$ cat src/call_duration_profiler_top_defines.svh
// Assertion macros shared by the call duration profiler RTL.
`ifndef CALL_DURATION_PROFILER_TOP_DEFINES_SVH
`define CALL_DURATION_PROFILER_TOP_DEFINES_SVH

// The consequent must hold in the same cycle as the antecedent.
`define CDP_ASSERT_NOW(name, clk, rst, ante, cons, msg) \
   name: assert property (@(posedge clk) disable iff (rst) (ante) |-> (cons)) \
      else $error(msg);

// The consequent must hold in the cycle after the antecedent.
`define CDP_ASSERT_NEXT(name, clk, rst, ante, cons, msg) \
   name: assert property (@(posedge clk) disable iff (rst) (ante) |=> (cons)) \
      else $error(msg);

`endif

$ cat src/cdp_pkg.sv
// Shared types and constants of the call duration profiler.
package cdp_pkg;

   localparam int MAX_CALLS   = 256;
   localparam int STACK_DEPTH = 32;
   localparam int ID_AW       = (MAX_CALLS > 1) ? $clog2(MAX_CALLS) : 1;
   localparam int STK_AW      = (STACK_DEPTH > 1) ? $clog2(STACK_DEPTH) : 1;

   localparam logic [31:0] MIN_INIT         = 32'hEFFF_FFFF;
   localparam logic [26:0] TICKS_PER_MINUTE = 27'(60 * 1000000);

   typedef enum logic [1:0] {
      ACT_ENTER = 2'd0,
      ACT_EXIT  = 2'd1,
      ACT_READ  = 2'd2,
      ACT_CLEAR = 2'd3
   } action_type;

   typedef enum logic [2:0] {
      ST_OK        = 3'd0,
      ST_EMPTY     = 3'd1,
      ST_WRONG     = 3'd2,
      ST_FULL      = 3'd3,
      ST_NOT_FOUND = 3'd4
   } status_type;

   typedef enum logic [1:0] {
      CS_IDLE,
      CS_EXEC,
      CS_POP
   } ctrl_state_type;

   typedef struct packed {
      logic [1:0]  action;
      logic [7:0]  call_id;
      logic        exit_named;
      logic [25:0] time_now;
   } req_item_type;

   typedef struct packed {
      logic [2:0]  status;
      logic [7:0]  entry_id;
      logic [31:0] call_count;
      logic [31:0] total_time;
      logic [31:0] min_time;
      logic [25:0] max_time;
      logic [25:0] last_duration;
      logic [5:0]  stack_depth;
   } rsp_item_type;

   typedef struct packed {
      logic accept;
      logic pop_rd;
      logic commit;
   } ctrl_cmd_type;

   typedef struct packed {
      logic need_pop;
      logic out_free;
   } dp_status_type;

endpackage

$ cat src/cdp_ctrl.sv
// Sequencing state machine of the call duration profiler.
module cdp_ctrl (
   input  logic                  clock,
   input  logic                  reset,
   input  logic                  req_valid,
   output logic                  req_stall,
   input  cdp_pkg::dp_status_type status,
   output cdp_pkg::ctrl_cmd_type  cmd
);
   import cdp_pkg::*;

   ctrl_state_type state_ff;
   ctrl_state_type state_in;

   always_ff @(posedge clock) begin
      if (reset) begin
         state_ff <= CS_IDLE;
      end else begin
         state_ff <= state_in;
      end
   end

   always_comb begin
      state_in   = state_ff;
      cmd        = '0;
      unique case (state_ff)
         CS_IDLE: begin
            if (req_valid) begin
               cmd.accept = 1'b1;
               state_in   = CS_EXEC;
            end
         end
         CS_EXEC: begin
            if (status.need_pop) begin
               cmd.pop_rd = 1'b1;
               state_in   = CS_POP;
            end else if (status.out_free) begin
               cmd.commit = 1'b1;
               state_in   = CS_IDLE;
            end
         end
         CS_POP: begin
            if (status.out_free) begin
               cmd.commit = 1'b1;
               state_in   = CS_IDLE;
            end
         end
         default: begin
            state_in = CS_IDLE;
         end
      endcase
   end

   assign req_stall = (state_ff != CS_IDLE);

endmodule

$ cat config.mk
export PLATFORM = sky130hd
export DESIGN_NAME = cdp_ctrl
export DESIGN_NICKNAME = d
export VERILOG_FILES = /design/src/call_duration_profiler_top_defines.svh /design/src/cdp_pkg.sv /design/src/cdp_ctrl.sv
export SDC_FILE = /design/constraint.sdc
export NUM_CORES = 1
export LEC_CHECK = 0
export ABC_AREA = 1
export BUFFER_PORTS_ARGS = -buffer_cell sky130_fd_sc_hd__buf_2
export CORE_AREA = 2 2 39 41
export DETAILED_ROUTE_END_ITERATION = 8
export DIE_AREA = 0 0 41 43
export PLACE_DENSITY_LB_ADDON = 0.3
export RECOVER_POWER = 100
export SYNTH_ARGS = -nofsm -noshare
export SYNTH_HDL_FRONTEND = slang
export SYNTH_SLANG_ARGS = --single-unit
$ cat constraint.sdc
create_clock -name clock -period 3.05 [get_ports clock]
set_input_delay 0.305 -clock clock [delete_from_list [all_inputs] [get_ports clock]]
set_output_delay 0.305 -clock clock [all_outputs]
set_load 0.005 [all_outputs]
==> summary by stage <==
Critical path
The stage delay of the slowest cell on the critical path is 0.37 ns. Together, buffers and inverters on the worst path number 2. STA classifies the critical path startpoint as a flip-flop. Walking the worst path, the cells encountered are inv_1, ha_1, nand2_1, nor2_1, clkbuf_1. The cell with the largest stage delay on the worst path is dfxtp_1. The worst reg2reg path endpoint is state_ff[1]. The register-to-register path setup slack is 1.82 ns.

The critical-path maximum fanout is 4. The critical path is of the flip-flop to output port type. The critical path data required time is 2.74 ns. The kind of end point of the critical path is an output port.

The worst register-to-register path begins at state_ff[0]. For the worst flop-to-flop path, the logic depth is 7. The kind of cell with the highest combined delay along the critical path is flip-flops. Data arrives at the worst endpoint at 1.21 ns.

Floorplan
The number of top-level design ports is 9. The die area is 0.00176 sq mm. The x dimension of the die is 41 um. The die span in y is 43 um. The initial core utilization is 0.146. The number of rows in the core area is 14. The total area inside the core boundary comes to 0.00138 sq mm.

Yosys
The biggest area contributor in the post-synthesis netlist is ha_1. Yosys instantiated no cell more often than nand2_1. The cell area that synthesis handed to floorplanning was 203 sq um. After synthesis, the mean cell area works out to 6.33 sq um.

The portion of the post-synthesis area used by sequential elements is 0.198. The count of state elements after synthesis is 2. The post-synth net total is 41. The netlist uses 11 different library cells.

The prevailing post-synth register cell is dfxtp_1. Sorting the synthesized cells by area gives the leading types as ha_1 (25%), dfxtp_1 (20%), nand2_1 (19%). The area fraction of the dominant cell type after synthesis is 0.247. The share of synthesized flip-flops with an asynchronous set or reset is 0. The commonest cells after synthesis are nand2_1 (10), inv_1 (6), ha_1 (4). Synthesis handed over a netlist of 32 instances. The number of synthesized flops with an enable pin is 0. The number of warning messages in the yosys log is 0.

Placement
Input and output buffers added on the ports amount to 8. The final estimated routing congestion in global placement is 0.647. The number of placed instances, taps included, is 56. The HPWL after detailed placement is 337 um.

The pre-CTS worst setup slack is 1.73 ns. The instance area at placement is 263 sq um.

Route
The post-detailed-route count of antenna-violating nets is 0. Summing over every cut layer, the via total after detailed routing is 206. The via density per instance is 3.49.

The post-detailed-route wirelength per cell is 6.81 um. The number of DRC violations after detailed routing is 0. The final layout contains routed wiring with a total length of 402 um. The first detailed-routing pass ran for 2 iterations.

The number of DRC markers after the initial detailed-route iteration is 2.

CTS
The insertion delay to the later sink of the worst-skew pair is 0.22 ns. Gates resized during post-CTS repair numbered 0. No sink is reached through more buffers than the 2 on the longest clock path.

The level count of the clock H-tree is 1. The tree is rooted in a clkbuf_4. For this design, the CTS-stage hold fixing added 0 buffers.

In this run, CTS created clock tree buffers numbering 3. Clock-pin slew was measured on the worst setup and hold paths at 0.03 ns. The count of buffers added by post-CTS timing repair for setup is 0. TritonCTS built the clock tree. The clock drives 2 sinks.

Timing
The post-layout minimum cycle time is 1.52 ns. Setup total negative slack on the finished layout was measured at 0 ns. The number of max-slew violations in the final report was 0.

The worst path meets setup with 1.53 ns of slack. The clock tree skew after final layout is 0.00101 ns. The slew at the pin with the worst max-slew slack is 0.144 ns.

Setup repair after global routing left no endpoint under its margin. The fmax is 659 MHz. The count of final setup violators is 0.

The hold violation total from the final report is 0. On the final layout, the worst hold slack is 0.259 ns. The post-route clock period utilization is 0.498. The relative slew slack is 0.903.

Power
The total power is 0.116 mW. The reported leakage power is 0.155 nW. For this design the ratio of total power to cell area is 416 mW/mm^2.

The maximum VDD drop is 0.000149 V.

Global routing
The via count of the first global-routing pass is 194. The largest net degree at the start of global routing is 5. For this run, the total global-route usage over all layers was measured as 0.0661.

The global route total overflow is 0. The wire length of the first global-routing pass is 710 um. The initial antenna violation count came to 0.

Layout
For this run, the post-layout net count is 54. The flip-flop count of the largest register after layout is 2. Once layout is complete, the cells apart from fillers number 59.

state_ff holds more flip-flops than any other register. The count of inserted antenna diode cells is 0. The largest registers in the layout are state_ff (2). After routing the design area is 280 sq um. Once layout is complete, the utilization of the core stands at 0.203. The share of cells above drive strength 1 is 0.256. The signed area change from the synthesized netlist to the final layout is 38.3%.

Min path
In this run the most critical hold path is launched from reset. The number of instances on the worst hold path is 2. The path category of the worst min-delay check is input pin to flip-flop.

For hold timing, the worst endpoint is state_ff[0].

Run
The max capacitance violation total is 0.

Status
The run finished with clean final reports.
[how the worst max path moves through the flow]
| stage | start | end | slack, ns | depth (start not counted) |
|---|---|---|---|---|
| after floorplan | state_ff[0] | cmd[0] | 1.90 | 4 |
| after global placement | state_ff[0] | cmd[0] | 1.73 | 7 |
| final | state_ff[0] | cmd[0] | 1.53 | 5 |
| after global routing | state_ff[0] | cmd[0] | 1.41 | 7 |
| after detailed placement | state_ff[0] | cmd[0] | 1.73 | 7 |
| after CTS | state_ff[0] | cmd[0] | 1.49 | 7 |
[per-layer routing]
metal,track usage,part of all wire
met4,0.0600,0
met3,0.0471,0.070
met2,0.0875,0.46
met5,0,0
met1,0.0637,0.47
[logic make-up (layout without fill, tap and decap cells)]
kind of cell | Yosys count | count (layout) | synth area share
AO/OA/AOI/OAI | 3 | 3 | 0.0926
flip-flops | 2 | 2 | 0.198
AND/OR/NAND/NOR | 16 | 16 | 0.333
adder cells (fa/ha/maj) | 4 | 4 | 0.247
buffers and inverters | 7 | 18 | 0.130
[worst reg2reg max path: stages (launching register included)]
cell	delay, ns
dfxtp_1	0.37
inv_1	0.10
ha_1	0.22
inv_1	0.10
nor2_2	0.05
nor2_1	0.11
nand3_1	0.09
a21oi_1	0.13
[cell type report]
type,instances,area (sq um)
fillers,160,1100
multi-input cells,23,134
repair buffers,8,37.5
clock buffers,3,22.5
well taps,16,20.0
inverters,7,26.3
flip-flops and latches,2,40.0
[cell usage in the layout, fill, tap and decap left out]
| cell type | instances |
|---|---|
| nand2_1 | 10 |
| clkbuf_4 | 3 |
| nor2_2 | 1 |
| a21oi_2 | 1 |
| buf_2 | 6 |
| clkbuf_1 | 2 |
| a21oi_1 | 1 |
| nand3_1 | 2 |
| ha_1 | 4 |
| o21ai_0 | 1 |
| nor2_1 | 3 |
| dfxtp_1 | 2 |
| inv_1 | 7 |
[power by group]
group          internal (mW)  switching, mW  total (mW)
combinational         0.0120         0.0171      0.0291
sequential            0.0283        0.00200      0.0303
clock                 0.0433         0.0138      0.0571
Power figures use the tool's default switching activity.
